**src/hdl/mtrg_pkg.sv**
```systemverilog
`timescale 1ns / 1ps
`default_nettype none
// ----------------------------------------------------------------------------
// mtrg_pkg
// Shared types, constants and the tempering function of the MT19937 generator.
// ----------------------------------------------------------------------------
package mtrg_pkg;

  localparam int unsigned TABLE_WORDS  = 624;
  localparam int unsigned TWIST_OFFSET = 397;
  localparam int unsigned TWIST_WRAP   = TABLE_WORDS - TWIST_OFFSET;
  localparam int unsigned ADDR_W       = $clog2(TABLE_WORDS);
  localparam int unsigned IDX_W        = $clog2(TABLE_WORDS + 2);
  localparam int unsigned DIV_STEPS    = 32;
  localparam int unsigned DIV_CNT_W    = $clog2(DIV_STEPS);
  localparam int unsigned APB_ADDR_W   = 4;

  localparam logic [IDX_W-1:0] UNSEEDED = IDX_W'(TABLE_WORDS + 1);

  localparam logic [31:0] MAT_A      = 32'h9908b0df;
  localparam logic [31:0] HI_BIT     = 32'h80000000;
  localparam logic [31:0] LO_BITS    = 32'h7fffffff;
  localparam logic [31:0] INIT_MULT  = 32'd1812433253;
  localparam logic [31:0] SEED_RESET = 32'd5489;
  localparam logic [31:0] TEMPER_B   = 32'h9d2c5680;
  localparam logic [31:0] TEMPER_C   = 32'hefc60000;
  localparam logic [31:0] RAW_SEL    = 32'hffffffff;

  typedef enum logic [1:0] {
    REG_SEED       = 2'd0,
    REG_RANGE_LOW  = 2'd1,
    REG_RANGE_HIGH = 2'd2
  } reg_idx_t;

  typedef enum logic {
    OP_DRAW   = 1'b0,
    OP_RESEED = 1'b1
  } op_t;

  typedef struct packed {
    op_t op;
  } cmd_t;

  typedef struct packed {
    logic        start;
    logic [31:0] dividend;
    logic [31:0] divisor;
  } div_req_t;

  typedef struct packed {
    logic        done;
    logic [31:0] remainder;
  } div_rsp_t;

  function automatic logic [31:0] temper(input logic [31:0] y_in);
    logic [31:0] y;
    y = y_in ^ (y_in >> 11);
    y = y ^ ((y << 7) & TEMPER_B);
    y = y ^ ((y << 15) & TEMPER_C);
    y = y ^ (y >> 18);
    return y;
  endfunction

endpackage
`default_nettype wire

```
**src/hdl/mtrg_div.sv**
```systemverilog
`timescale 1ns / 1ps
`default_nettype none
// ----------------------------------------------------------------------------
// mtrg_div
// Iterative restoring remainder unit, one dividend bit per cycle.
// ----------------------------------------------------------------------------
module mtrg_div (
  input  wire logic           clk,
  input  wire logic           rst,
  input  wire mtrg_pkg::div_req_t req,
  output mtrg_pkg::div_rsp_t  rsp
);

  logic                           busy;
  logic                           done;
  logic [mtrg_pkg::DIV_CNT_W-1:0] cnt;
  logic [31:0]                    rem;
  logic [31:0]                    dvd;
  logic [31:0]                    dsr;
  logic [31:0]                    rem_sh;
  logic [31:0]                    rem_step;

  // divisor stays below 2^31, so rem never uses its top bit
  assign rem_sh   = {rem[30:0], dvd[31]};
  assign rem_step = (rem_sh >= dsr) ? rem_sh - dsr : rem_sh;

  assign rsp.done      = done;
  assign rsp.remainder = rem;

  always_ff @(posedge clk) begin
    if (rst) begin
      busy <= 1'b0;
      done <= 1'b0;
      cnt  <= '0;
    end else begin
      done <= 1'b0;
      if (req.start) begin
        busy <= 1'b1;
        cnt  <= mtrg_pkg::DIV_CNT_W'(mtrg_pkg::DIV_STEPS - 1);
      end else if (busy) begin
        if (cnt == '0) begin
          busy <= 1'b0;
          done <= 1'b1;
        end
        cnt <= cnt - 1'b1;
      end
    end
  end

  always_ff @(posedge clk) begin
    if (req.start) begin
      rem <= '0;
      dvd <= req.dividend;
      dsr <= req.divisor;
    end else if (busy) begin
      rem <= rem_step;
      dvd <= dvd << 1;
    end
  end

  a_last_step_done: assert property (@(posedge clk) disable iff (rst)
    (busy && !req.start && cnt == '0) |=> (done && !busy))
    else $error("divider did not finish after its last step");

endmodule
`default_nettype wire

```
**config.mk**
```make
export PLATFORM = sky130hd
export DESIGN_NAME = mtrg_div
export DESIGN_NICKNAME = d
export VERILOG_FILES = /design/src/hdl/mtrg_pkg.sv /design/src/hdl/mtrg_div.sv
export SDC_FILE = /design/constraint.sdc
export NUM_CORES = 1
export LEC_CHECK = 0
export BUFFER_PORTS_ARGS = -buffer_cell sky130_fd_sc_hd__buf_2
export CAP_MARGIN = 30
export CORE_ASPECT_RATIO = 1.1
export CORE_MARGIN = 10
export CORE_UTILIZATION = 50
export DETAILED_ROUTE_END_ITERATION = 10
export HOLD_SLACK_MARGIN = 0.05
export PLACE_DENSITY = 0.73
export SLEW_MARGIN = 25
export SYNTH_ARGS = -nofsm -noshare
export SYNTH_HDL_FRONTEND = slang
export SYNTH_SLANG_ARGS = --single-unit
```
**constraint.sdc**
```tcl
create_clock -name clk -period 3.21 [get_ports clk]
set_input_delay 0.642 -clock clk [delete_from_list [all_inputs] [get_ports clk]]
set_output_delay 0.642 -clock clk [all_outputs]
set_load 0.005 [all_outputs]
```
==> key figures <==
Critical path
  • Startpoint Class: register
  • Worst setup path class: register to register
  • Critical Path Start: dvd[31]
  • Worst Path Arrival: roughly 3.4 ns
  • Critical Path RT: 3.46 ns
  • CP endpoint kind: register
  • Critical-path maximum fanout: 20
  • RR Startpoint: dvd[31]
  • R2R depth: 12

Route
  • Via count: 5279
  • Post-Route WL: around 16000 µm
  • DRT antenna net count: 0
  • DR WL/cell: around 18 µm
  • Pre-antenna DRT Iters: 5
  • Vias per inst: slightly below 6
  • DRC Markers: 0
  • Initial detailed-routing violation count: between 400 and 500

Placed design
  • GP Congestion: 0.934
  • DPL Wire Length: between 10000 and 15000 µm
  • Buffers on Ports: between 90 and 100
  • Placed insts: 873
  • Pre-CTS WS: 0.0824 ns

Global routing
  • Largest net degree at the start of global routing: 38
  • Total gr overflow: 0
  • Antenna violations before repair: 0
  • First-pass GRT wire length: approximately 27000 µm
  • Vias in the first global route: roughly 5400
  • Overall routing resource usage: 18.2%

Pwr
  • Clock share of power: about a third
  • Sequential share of power: a little under half
  • VDD IR-drop max: 0.000304 V
  • Comb pwr share: 22.3%
  • P_sw: 0.00103 W
  • Power Dens Cells: 468 nW/µm²
  • Sw Ratio: between 30% and 40%
  • Internal power: 0.00240 W
  • Lkg Pwr: 3.09 nW

STA
  • Fin crit period: between 3 and 4 ns
  • Relative slew slack: a little under two fifths
  • Share of the clock period used by the worst path: a little over nine tenths
  • Setup violators final: 0
  • Worst-Margin Slew: between 0.9 and 1 ns
  • Fmax: ~320 MHz
  • Final Slew Violations: 0
  • Final hold vios: 0
  • Worst Slack Setup Final: 0.0562 ns
  • Clock Skew: just under 0.01 ns

Yosys
  • Synth cell types: 74
  • Post-synthesis area per instance: 10.3 µm²
  • Synth Instances: ~630
  • Post-synthesis register bit count: 103
  • Sequential-to-total area share from yosys stat: about two fifths
  • Synth warnings: 0
  • Share of flip-flops with an asynchronous set or reset: 0%
  • EDFF count, synth: 64
  • Mapped Nets: 729
  • Syn Std Cell Area: around 6500 µm²
  • Post-synth top flop: edfxtp_1

Floorplanning
  • Die Span X: between 100 and 150 µm
  • Boundary Pins: 100
  • Die area: 17900 µm²
  • CORE AREA: 12600 µm²
  • Starting density of the core: about 51%
  • Core Rows: between 40 and 50
  • Die Ht: 139 µm

Final layout
  • Area growth from synthesis to layout: 13.7%
  • Nets: 829
  • Final core utilization: between 50 and 60%
  • Non-filler cells, final: a little under 900
  • Share of layout cells above drive strength 1: a little under a third
  • Antenna Cells: 0

Clock tree
  • Reg clk slew, reported paths: 0.08 ns
  • Root Buffer Master: clkbuf_16
  • H-tree Lvls: 3
  • CTS tree: built
  • CTS Buffer Depth: 2
  • Clock Latency Late Sink: around 0.36 ns
  • TritonCTS Buffers: 9
  • Clock sinks: 103

Worst hold path
  • Worst Min Path Start: req[22]
  • Worst min path class: primary input to register
  • Hold Path Cell Cnt: 1

Run status
  • Outcome: finished, final reports clean

Run
  • Max Cap Viol: 0
## registers in the layout, summed over array words and instances (netlist names)
register	cells
cnt	5
busy	1
dsr	32
rem	32
done	1
dvd	32
## per-stage QoR
stage	hold WS [ns]	TNS (ns)	power, W	instance area, µm²
finish	0.452	0	0.00344	7340
CTS	0.441	0	0.00345	7310
global placement	0.508	0	0.00234	7030
floorplan	0.500	0	0.00216	6460
detailed placement	0.521	0	0.00236	7030
global route	0.441	-0.0578	0.00361	7340
## cell usage after synthesis, drive strengths merged (10+ instances only)
| master | count | area (µm²) |
|---|---|---|
| nand4 | 11 | 68.8 |
| mux2 | 33 | 372 |
| nor2 | 50 | 190 |
| o21ai | 30 | 158 |
| nor3 | 12 | 60.1 |
| a311oi | 18 | 275 |
| xor2 | 10 | 87.6 |
| clkbuf | 21 | 179 |
| dfxtp | 39 | 781 |
| xnor2 | 14 | 123 |
| buf | 15 | 125 |
| nand2 | 47 | 176 |
| nand3 | 24 | 120 |
| a21o | 14 | 106 |
| a21oi | 34 | 181 |
| edfxtp | 64 | 1920 |
| o211ai | 16 | 125 |
| ha | 34 | 425 |
| inv | 44 | 165 |
| o21a | 12 | 90.1 |
## kinds of logic (layout without fill, tap and decap cells)
| kind of cell | after synthesis | after routing | synth area share [%] |
|---|---|---|---|
| AOI/OAI and AO/OA | 169 | 169 | 20.5 |
| xor gates and xnor gates | 24 | 24 | 3.26 |
| adders and majority gates | 35 | 35 | 6.90 |
| buffers and inverters | 83 | 188 | 8.08 |
| DFF | 103 | 103 | 41.9 |
| muxes | 33 | 33 | 5.76 |
| and+or+nand+nor | 180 | 180 | 13.7 |
## power groups by stage
stage                     clock network [W]  logic [W]  registers [W]
after global routing                0.00117   0.000845        0.00159
after detailed placement                  0   0.000748        0.00161
final                               0.00109   0.000765        0.00158
after global placement                    0   0.000731        0.00161
after CTS                           0.00112   0.000752        0.00158
after floorplan                           0   0.000570        0.00159
## critical path, cell delays in order (launching register included)
cell and delay (ns):
edfxtp_1 0.39, inv_1 0.07, ha_2 0.19, fa_2 0.23, nor2b_4 0.05, o31a_1 0.26, o211ai_2 0.26, a21oi_2 0.11
or4b_4 0.54, a211oi_4 0.32, buf_12 0.21, nor2_2 0.12, a221o_1 0.30
## worst paths after layout
kind,to,slack [ns]
worst max-delay path,rem[2],0.06
worst min-delay path,dsr[22],0.45
worst max register to register,rem[2],0.06
worst min register to register,rem[20],0.53
## cell usage in the layout, fill, tap and decap left out, types with 16 or more instances in the layout
cell type and n:
buf_4 29, ha_1 33, nand2_1 47, nor2_1 48
nand3_1 24, inv_1 44, edfxtp_1 64, a21oi_1 30
mux2_2 33, buf_2 98, a311oi_2 16, dfxtp_1 38
## cell type report
type	instances	area, µm²
clock inverter	6	57.6
sequential	103	2700
clock buffer	10	229
tap	157	196
inverter	44	165
fill	1127	5300
multi-input combinational	441	3260
timing repair buffer	128	728
## per-layer routing
metal  part of all wire [%]  GRT usage, %  vias up
met5                      0             0        -
met4                    2.5          6.41        0
met2                     48          29.6      200
met3                    8.1          5.74       40
met1                     41          22.0     2515
li1                       -             -     2524
## timing repair
| action | 4_1_cts | 5_1_grt |
|---|---|---|
| setup endpoints to repair | 0 | 5 |
| setup buffers | 0 | 0 |
| hold endpoints to repair | 0 | 0 |
| gates resized for setup | 0 | 8 |
| hold buffers | 0 | 0 |
Power figures use the tool's default switching activity.
