## src/hdl/mtrg_pkg.sv

```systemverilog
`timescale 1ns / 1ps
`default_nettype none
// ----------------------------------------------------------------------------
// mtrg_pkg
// Shared types, constants and the tempering function of the MT19937 generator.
// ----------------------------------------------------------------------------
package mtrg_pkg;

  localparam int unsigned TABLE_WORDS  = 624;
  localparam int unsigned TWIST_OFFSET = 397;
  localparam int unsigned TWIST_WRAP   = TABLE_WORDS - TWIST_OFFSET;
  localparam int unsigned ADDR_W       = $clog2(TABLE_WORDS);
  localparam int unsigned IDX_W        = $clog2(TABLE_WORDS + 2);
  localparam int unsigned DIV_STEPS    = 32;
  localparam int unsigned DIV_CNT_W    = $clog2(DIV_STEPS);
  localparam int unsigned APB_ADDR_W   = 4;

  localparam logic [IDX_W-1:0] UNSEEDED = IDX_W'(TABLE_WORDS + 1);

  localparam logic [31:0] MAT_A      = 32'h9908b0df;
  localparam logic [31:0] HI_BIT     = 32'h80000000;
  localparam logic [31:0] LO_BITS    = 32'h7fffffff;
  localparam logic [31:0] INIT_MULT  = 32'd1812433253;
  localparam logic [31:0] SEED_RESET = 32'd5489;
  localparam logic [31:0] TEMPER_B   = 32'h9d2c5680;
  localparam logic [31:0] TEMPER_C   = 32'hefc60000;
  localparam logic [31:0] RAW_SEL    = 32'hffffffff;

  typedef enum logic [1:0] {
    REG_SEED       = 2'd0,
    REG_RANGE_LOW  = 2'd1,
    REG_RANGE_HIGH = 2'd2
  } reg_idx_t;

  typedef enum logic {
    OP_DRAW   = 1'b0,
    OP_RESEED = 1'b1
  } op_t;

  typedef struct packed {
    op_t op;
  } cmd_t;

  typedef struct packed {
    logic        start;
    logic [31:0] dividend;
    logic [31:0] divisor;
  } div_req_t;

  typedef struct packed {
    logic        done;
    logic [31:0] remainder;
  } div_rsp_t;

  function automatic logic [31:0] temper(input logic [31:0] y_in);
    logic [31:0] y;
    y = y_in ^ (y_in >> 11);
    y = y ^ ((y << 7) & TEMPER_B);
    y = y ^ ((y << 15) & TEMPER_C);
    y = y ^ (y >> 18);
    return y;
  endfunction

endpackage
`default_nettype wire

```

## src/hdl/mtrg_front.sv

```systemverilog
`timescale 1ns / 1ps
`default_nettype none
// ----------------------------------------------------------------------------
// mtrg_front
// Request intake: classifies each transaction as draw or reseed and queues it.
// ----------------------------------------------------------------------------
module mtrg_front #(
  parameter int unsigned QUEUE_DEPTH = 2
) (
  input  wire logic          clk,
  input  wire logic          rst,
  input  wire logic          req_valid,
  output logic               req_ready,
  input  wire logic          reseed,
  output logic               cmd_valid,
  input  wire logic          cmd_ready,
  output mtrg_pkg::cmd_t     cmd
);

  localparam int unsigned PTR_W = (QUEUE_DEPTH > 1) ? $clog2(QUEUE_DEPTH) : 1;
  localparam int unsigned CNT_W = $clog2(QUEUE_DEPTH + 1);

  mtrg_pkg::cmd_t   q [QUEUE_DEPTH];
  logic [PTR_W-1:0] wr_ptr;
  logic [PTR_W-1:0] rd_ptr;
  logic [CNT_W-1:0] count;
  logic             seeded;
  logic             push;
  logic             pop;
  mtrg_pkg::cmd_t   cmd_in;

  assign req_ready = (count != CNT_W'(QUEUE_DEPTH));
  assign cmd_valid = (count != '0);
  assign cmd       = q[rd_ptr];
  assign push      = req_valid && req_ready;
  assign pop       = cmd_valid && cmd_ready;

  // first transaction after reset must seed the table
  always_comb begin
    cmd_in.op = (reseed || !seeded) ? mtrg_pkg::OP_RESEED : mtrg_pkg::OP_DRAW;
  end

  always_ff @(posedge clk) begin
    if (push) begin
      q[wr_ptr] <= cmd_in;
    end
  end

  always_ff @(posedge clk) begin
    if (rst) begin
      wr_ptr <= '0;
      rd_ptr <= '0;
      count  <= '0;
      seeded <= 1'b0;
    end else begin
      if (push) begin
        seeded <= 1'b1;
        wr_ptr <= (wr_ptr == PTR_W'(QUEUE_DEPTH - 1)) ? '0 : wr_ptr + 1'b1;
      end
      if (pop) begin
        rd_ptr <= (rd_ptr == PTR_W'(QUEUE_DEPTH - 1)) ? '0 : rd_ptr + 1'b1;
      end
      if (push && !pop) begin
        count <= count + 1'b1;
      end else if (pop && !push) begin
        count <= count - 1'b1;
      end
    end
  end

endmodule
`default_nettype wire

```

## config.mk

```make
export PLATFORM = sky130hd
export DESIGN_NAME = mtrg_front
export DESIGN_NICKNAME = d
export VERILOG_FILES = /design/src/hdl/mtrg_pkg.sv /design/src/hdl/mtrg_front.sv
export SDC_FILE = /design/constraint.sdc
export NUM_CORES = 1
export LEC_CHECK = 0
export BUFFER_PORTS_ARGS = -buffer_cell sky130_fd_sc_hd__buf_2
export CORE_AREA = 5 5 42 44
export CTS_CLUSTER_DIAMETER = 30
export DETAILED_ROUTE_END_ITERATION = 8
export DIE_AREA = 0 0 47 49
export PLACE_DENSITY = 0.55
export REMOVE_ABC_BUFFERS = 1
export SLEW_MARGIN = 30
export SYNTH_ARGS = -nofsm -noshare
export SYNTH_HDL_FRONTEND = slang
export SYNTH_SLANG_ARGS = --single-unit
```

## constraint.sdc

```tcl
create_clock -name clk -period 1.6 [get_ports clk]
set_input_delay 0.08 -clock clk [delete_from_list [all_inputs] [get_ports clk]]
set_output_delay 0.08 -clock clk [all_outputs]
set_load 0.005 [all_outputs]
```

==> flow_summary_export.csv, run 1 <==
group,metric,value,unit
placement,gp_congestion,0.675,
cts,cts_repair_resize_count,0,
cts,cts_max_path_buffers,2,
power_and_ir_drop,p_per_area,1670,mW/mm^2
drt,routed_wl,504,um
placement,io_buffers,7,
worst_hold_path,hold_class,"in2reg",
timing,clock-skew-final,9.91,ps
grt,grt-ovfl-total,0,
timing,rsz0062_at_grt,"no",
cts,cts_made_buffers,3,
finish,diodes,0,
drt,vias_per_cell,4.07,
setup_path,worstPathRequired,1780,ps
floorplan,io_pins,8,
flow_run,drv.max_cap_violation_count,0,
grt,grt_max_degree,7,
cts,insertion_delay,250,ps
synthesis,synth_cell_type_count,16,
floorplan,die_y,49,um
timing,min_period,1510,ps
drt,drtPass1Iterations,2,
cts,tritoncts,"built",
cts,post_cts.repair.setup_buffers,0,
timing,worstMarginPinSlew,255,ps
timing,hold_violations,0,
cts,clk_pin_slew_worst_paths,60,ps
cts,postCtsHoldBufs,0,
synthesis,netlist_area,329,um^2
power_and_ir_drop,p_total,713,uW
drt,drc,0,
synthesis,avgSynthCellArea,10.6,um^2
cts,root_buffer,"clkbuf_4",
finish,fillCellCount,159,
floorplan,dieArea,0.00230,mm^2
cts,h-tree-depth,1,
cts,cts_num_sinks,8,
drt,ant_nets,0,
grt,track_usage,5.67,%
timing,tns,0,ps
floorplan,start_util,23.5,%
finish,nets,51,
drt,first_iter_violations,4,
setup_path,cp-end-kind,"flop",
drt,wl_per_cell,8.40,um
floorplan,core,0.00140,mm^2
synthesis,syn_inst,31,
timing,clock.fmax,662,MHz
setup_path,worstSetupStartpointType,"flop",
drt,routed-via-count,244,
timing,report.final.slew_viol_count,0,
synthesis,ys_seq_area_share,54.8,%
synthesis,synth_warnings,0,
placement,hpwl,384,um
timing,slew_headroom,82.8,%
finish,syn_to_final_growth,29.7,%
floorplan,placementRows,14,
setup_path,critical_path_arrival,1690,ps
power_and_ir_drop,ir_drop,0.707,mV
setup_path,worstSetupPathType,"reg2reg",
synthesis,ys_ff_latch,8,
timing,finalSetupViolCount,0,
grt,grt_pass1_vias,223,
grt,grt_pass1_wl,848,um
power_and_ir_drop,power_leakage,0.000186,uW
setup_path,cp_max_fo,5,
timing,period_share,94.4,%
grt,antenna_found_initial,0,
floorplan,die_w,47,um
status,status,"finished clean",
finish,drive_above_1_share,36.4,%
## synthesized netlist by cell type
cell type / instances / area, um^2
dfxtp_1: 6 / 120
nor2_1: 4 / 15.0
a21oi_1: 3 / 15.0
xor2_1: 3 / 26.3
edfxtp_1: 2 / 60.1
nand2b_1: 2 / 12.5
o21ai_0: 2 / 10.0
a21bo_2: 1 / 10.0
and2_1: 1 / 6.26
and3_1: 1 / 6.26
ha_1: 1 / 12.5
inv_1: 1 / 3.75
mux2_2: 1 / 11.3
nand3b_1: 1 / 7.51
or2_2: 1 / 6.26
or3_1: 1 / 6.26
## through the flow
stage	worst slack [ps]	utilization, %	cell area [um^2]	instances	hold slack [ps]
6_report	89.1	30.4	427	60	58.0
5_1_grt	26.6	30.4	427	60	46.7
4_1_cts	52.2	30.4	425	60	55.8
3_5_place_dp	61.4	28.5	399	56	327
3_3_place_gp	62.4	28.5	399	56	330
2_1_floorplan	41.6	-	329	31	149
## logic make-up after synthesis
kind of cell	synth area share (%)
adder cells (fa/ha/maj)	3.80
multiplexers	3.42
AND/OR/NAND/NOR	18.3
flip-flops	54.8
buffers and inverters	1.14
AO/OA/AOI/OAI	10.6
XOR/XNOR	7.99
## layer usage
layer  wire [um]  track usage, %
met3          41            5.90
met5           0               0
met1         238            5.61
met2         221            6.79
met4           4            4.15
## placed cells by master, fill, tap and decap left out
master / count
edfxtp_1: 2
a21oi_1: 3
nand3b_1: 1
nand2b_1: 2
dfxtp_2: 1
and2_1: 1
buf_4: 2
inv_1: 1
or3_1: 1
clkbuf_1: 1
and3_1: 1
clkbuf_4: 3
nor2_1: 4
a21bo_2: 1
mux2_2: 1
buf_2: 7
o21ai_0: 2
or2_2: 1
dfxtp_1: 5
ha_1: 1
xor2_1: 3
## worst max-delay path, stage by stage, from the launching register on
cell      delay [ps]
dfxtp_2          340
nand2b_1         150
and2_1           160
ha_1             320
or3_1            350
a21oi_1          130
## worst paths after layout
check                   startpoint               endpoint  slack (ps)  cells after the start
max          count[0]$_SDFFE_PP0P_  count[1]$_SDFFE_PP0P_          90                      5
min                            rst    rd_ptr$_SDFFE_PP0P_          60                      2
max reg2reg  count[0]$_SDFFE_PP0P_  count[1]$_SDFFE_PP0P_          90                      5
min reg2reg    seeded$_SDFFE_PP0P_    seeded$_SDFFE_PP0P_         470                      2
## cell type report
| type | count | area (um^2) | area share, % |
|---|---|---|---|
| sequential | 8 | 181 | 42.5 |
| multi-input combinational | 22 | 145 | 34.0 |
| timing repair buffer | 9 | 50.0 | 11.7 |
| clock buffer | 4 | 26.3 | 6.16 |
| tap | 16 | 20.0 | 4.69 |
| inverter | 1 | 3.75 | 0.880 |
## power breakdown
| part | switching (uW) | total (uW) | internal (uW) |
|---|---|---|---|
| Clock | 67.3 | 163 | 95.3 |
| Combinational | 109 | 248 | 139 |
| Sequential | 34.7 | 302 | 267 |
| Total | 211 | 713 | 502 |
Power figures use the tool's default switching activity.
==> inputs of run 2 (changes only) <==
CORE_AREA = 2 2 39 41   (was 5 5 42 44)
DIE_AREA = 0 0 41 43   (was 0 0 47 49)
==> run 2 against run 1 <==
Worst hold slack improved by 15 ps; largest power group unchanged; cell area rose by 1.5%; non-clock buffer count rose by 1; global-route usage rose by 4.3 points; final cell count rose by 1.7%.
==> flow_summary_export.csv, run 2 (synthesized netlist as in run 1, its figures left out) <==
group,metric,value,unit
power_and_ir_drop,power_frac_comb,36.7,%
placement,gp_congestion,0.659,
floorplan,placementRows,14,
timing,hold_slack,73.0,ps
cts,cts_made_buffers,3,
power_and_ir_drop,switchingPower,225,uW
finish,fillCellCount,161,
setup_path,worstSetupPathType,"reg2reg",
timing,clock-skew-final,1.50,ps
grt,grt-ovfl-total,0,
cts,cts_max_path_buffers,2,
grt,grt_pass1_wl,1020,um
worst_hold_path,hold_depth,2,
timing,period_share,95.4,%
floorplan,dieArea,0.00176,mm^2
cts,post_cts.repair.setup_buffers,0,
timing,tns,0,ps
power_and_ir_drop,swShare,30.4,%
cts,root_buffer,"clkbuf_4",
grt,antenna_found_initial,0,
cts,clk_pin_slew_worst_paths,60,ps
power_and_ir_drop,power_leakage,0.000190,uW
floorplan,die_y,43,um
drt,vias_per_cell,4.28,
drt,drc,0,
grt,grt_pass1_vias,259,
timing,finalSetupViolCount,0,
drt,wl_per_cell,9.18,um
drt,routed-via-count,261,
placement,dpl.cell_count,57,
finish,final_common_cell,"buf_2",
power_and_ir_drop,p_total,738,uW
timing,min_period,1530,ps
floorplan,io_pins,8,
setup_path,cp-end-kind,"flop",
drt,ant_nets,0,
timing,rsz0062_at_grt,"no",
finish,drive_above_1_share,35.6,%
cts,cts_num_sinks,8,
cts,insertion_delay,250,ps
grt,track_usage,9.96,%
setup_path,critical_path_arrival,1710,ps
placement,io_buffers,7,
timing,report.final.slew_viol_count,0,
finish,nets,52,
status,status,"finished clean",
drt,first_iter_violations,3,
power_and_ir_drop,ir_drop,0.383,mV
cts,cts_repair_resize_count,0,
grt,grt_max_degree,7,
timing,worstMarginPinSlew,273,ps
placement,hpwl,427,um
power_and_ir_drop,p_seq_share,40.7,%
floorplan,die_w,41,um
power_and_ir_drop,internal-power,513,uW
floorplan,start_util,23.8,%
cts,postCtsHoldBufs,0,
placement,placed_cell_area,407,um^2
power_and_ir_drop,p_per_area,1700,mW/mm^2
setup_path,worstSetupStartpointType,"flop",
finish,most-common-layout-cells,"buf_2 (7), dfxtp_1 (6), nor2_1 (4)",
timing,hold_violations,0,
floorplan,core,0.00138,mm^2
timing,clock.fmax,655,MHz
cts,tritoncts,"built",
setup_path,ff2ff_path_depth,6,
drt,routed_wl,560,um
setup_path,cp_max_fo,5,
worst_hold_path,hold_class,"in2reg",
power_and_ir_drop,pwr-share-clk,22.6,%
setup_path,worstPathRequired,1790,ps
cts,h-tree-depth,1,
flow_run,drv.max_cap_violation_count,0,
finish,diodes,0,
finish,syn_to_final_growth,31.6,%
drt,drtPass1Iterations,4,
timing,slew_headroom,81.6,%
finish,final_cells,61,
finish,post-route-cell-area,433,um^2
[run 2: worst paths after layout]
path / slack [ps] / from / endpoint
hold / removal: 70 / rst / wr_ptr$_SDFFE_PP0P_
setup / recovery: 70 / count[0]$_SDFFE_PP0P_ / count[1]$_SDFFE_PP0P_
setup reg to reg: 70 / count[0]$_SDFFE_PP0P_ / count[1]$_SDFFE_PP0P_
hold reg to reg: 470 / seeded$_SDFFE_PP0P_ / seeded$_SDFFE_PP0P_
[run 2: metrics by stage]
step	setup WS, ps	util [%]
final	73.4	31.3
after detailed placement	91.5	29.4
after CTS	70.9	31.3
after global placement	114	29.4
after global routing	14.3	31.3
after floorplan	41.6	-
[run 2: power groups by stage]
stage                     Sequential, uW  Clock, uW  Combinational [uW]
after floorplan                      296          0                 168
after global placement               301          0                 271
after detailed placement             304          0                 271
after CTS                            301        176                 275
after global routing                 309        188                 315
final                                300        167                 271
[run 2: routing by layer]
layer  global-route usage [%]  wire length, um  part of all wire (%)  vias up
met5                        0                0                     0        -
met2                     13.1              275                    49        7
met4                     14.0               33                   5.9        0
li1                         -                -                     -      136
met1                     8.74              224                    40      114
met3                     4.71               26                   4.6        4
[run 2: critical path: stages, from the launching register on]
cell      delay (ps)
dfxtp_1          340
nand2b_1         160
and2_1           160
ha_1             200
xor2_1           140
or3_1            310
a21oi_1          140
[run 2: layout make-up]
class                           instances  area [um^2]  share of cell area [%]
Sequential cell                         8          180                    41.6
Multi-Input combinational cell         22          145                    33.5
Timing Repair Buffer                   10         57.6                    13.3
Clock buffer                            4         26.3                    6.07
Tap cell                               16         20.0                    4.62
Inverter                                1         3.75                   0.867
==> inputs of run 3 (changes only) <==
PLACE_DENSITY = 0.56   (was 0.55)
==> run 3 against run 2 <==
Core utilization up 0.18 points; critical path depth did not move; clock skew about the same; count of clock-buffer cells in the layout decreased by 1; setup slack improved by 22 ps; critical endpoint unchanged.
==> flow_summary_export.csv, run 3 (synthesized netlist as in run 1, its figures left out) <==
group,metric,value,unit
finish,most-common-layout-cells,"buf_2 (7), dfxtp_1 (5), nor2_1 (4)",
cts,insertion_delay,250,ps
power_and_ir_drop,p_per_area,1680,mW/mm^2
timing,clock-skew-final,1.31,ps
floorplan,placementRows,14,
finish,area.sequential,181,um^2
finish,multi_input_area,158,um^2
cts,tritoncts,"built",
finish,diodes,0,
power_and_ir_drop,pwr-share-clk,20.6,%
finish,final_cells,59,
power_and_ir_drop,swShare,30.6,%
finish,fillCellCount,154,
timing,period_share,94.0,%
timing,worstMarginPinSlew,264,ps
setup_path,cp-end-kind,"flop",
grt,grt_pass1_wl,903,um
status,status,"finished clean",
cts,cts_max_path_buffers,2,
setup_path,ff2ff_path_depth,6,
finish,syn_to_final_growth,32.3,%
grt,grt-ovfl-total,0,
drt,drc,0,
placement,gp_congestion,0.651,
power_and_ir_drop,switchingPower,223,uW
power_and_ir_drop,ir_drop,0.398,mV
timing,min_period,1500,ps
worst_hold_path,hold_class,"in2reg",
cts,cts_num_sinks,8,
setup_path,timing.rr.start,"count[0]$_SDFFE_PP0P_",
finish,post-route-util,31.5,%
flow_run,drv.max_cap_violation_count,0,
cts,root_buffer,"clkbuf_4",
timing,slew_headroom,82.3,%
drt,routed_wl,571,um
grt,track_usage,8.84,%
floorplan,start_util,23.8,%
drt,first_iter_violations,5,
floorplan,die_y,43,um
worst_hold_path,hp-start,"rst",
finish,drive_above_1_share,39.5,%
cts,h-tree-depth,1,
timing,hold_violations,0,
drt,ant_nets,0,
drt,drtPass1Iterations,4,
finish,nets,51,
timing,report.final.slew_viol_count,0,
worst_hold_path,hold_depth,2,
setup_path,worstSetupPathType,"reg2reg",
cts,postCtsHoldBufs,0,
power_and_ir_drop,power_frac_comb,37.4,%
placement,io_buffers,7,
setup_path,worstSetupStartpointType,"flop",
grt,grt_pass1_vias,251,
power_and_ir_drop,p_seq_share,41.9,%
timing,hold_slack,70.9,ps
setup_path,critical_path_arrival,1690,ps
timing,clock.fmax,665,MHz
setup_path,worstPathRequired,1780,ps
cts,post_cts.repair.setup_buffers,0,
setup_path,cp_max_fo,5,
drt,routed-via-count,247,
grt,grt_max_degree,7,
placement,hpwl,442,um
cts,clk_pin_slew_worst_paths,50,ps
finish,final_common_cell,"buf_2",
floorplan,core,0.00138,mm^2
grt,antenna_found_initial,0,
floorplan,die_w,41,um
power_and_ir_drop,power_leakage,0.000185,uW
setup_path,startpoint,"count[0]$_SDFFE_PP0P_",
placement,dpl.cell_count,56,
cts,cts_repair_resize_count,0,
power_and_ir_drop,internal-power,506,uW
drt,wl_per_cell,9.68,um
floorplan,dieArea,0.00176,mm^2
cts,cts_made_buffers,3,
timing,finalSetupViolCount,0,
floorplan,io_pins,8,
drt,vias_per_cell,4.19,
-- run 3: cell types whose count changed in the layout (fill, tap and decap cells not counted), sizes merged --
cell / change
buf: -1
clkbuf: -1
-- run 3: final timing paths --
check        slack, ps                     to
max                100  count[1]$_SDFFE_PP0P_
min reg2reg        470    seeded$_SDFFE_PP0P_
max reg2reg        100  count[1]$_SDFFE_PP0P_
min                 70    wr_ptr$_SDFFE_PP0P_
-- run 3: cell type report --
class / instances / area share [%]
Sequential cell: 8 / 41.7
Tap cell: 16 / 4.60
Timing Repair Buffer: 9 / 11.5
Multi-Input combinational cell: 22 / 36.2
Inverter: 1 / 0.862
Clock buffer: 3 / 5.17
-- run 3: power by group through the flow --
stage	Clock (uW)	Sequential (uW)	Combinational, uW
after floorplan	0	296	168
after global placement	0	304	244
after detailed placement	0	307	253
after CTS	159	303	255
after global routing	165	317	314
final	150	306	273
-- run 3: stage by stage --
step           setup WS [ps]  total power [uW]  TNS [ps]  instance area [um^2]
5_1_grt                -3.88               796     -3.88                   435
6_report                95.8               729         0                   435
3_5_place_dp            42.6               560         0                   399
2_1_floorplan           41.6               464         0                   329
3_3_place_gp            79.2               548         0                   399
4_1_cts                 28.0               718         0                   422
-- run 3: layer usage --
layer / share of wire [%] / track usage, % / wire (um)
met4: 3.3 / 12.0 / 19
met1: 42 / 6.77 / 240
met3: 3.7 / 4.71 / 21
met2: 51 / 12.5 / 289
met5: 0 / 0 / 0
-- run 3: critical path: stages, from the launching register on --
cell      delay [ps]
dfxtp_2          340
nand2b_1         160
and2_1           190
ha_4             160
xor2_1           140
or3_1            300
a21oi_1          140
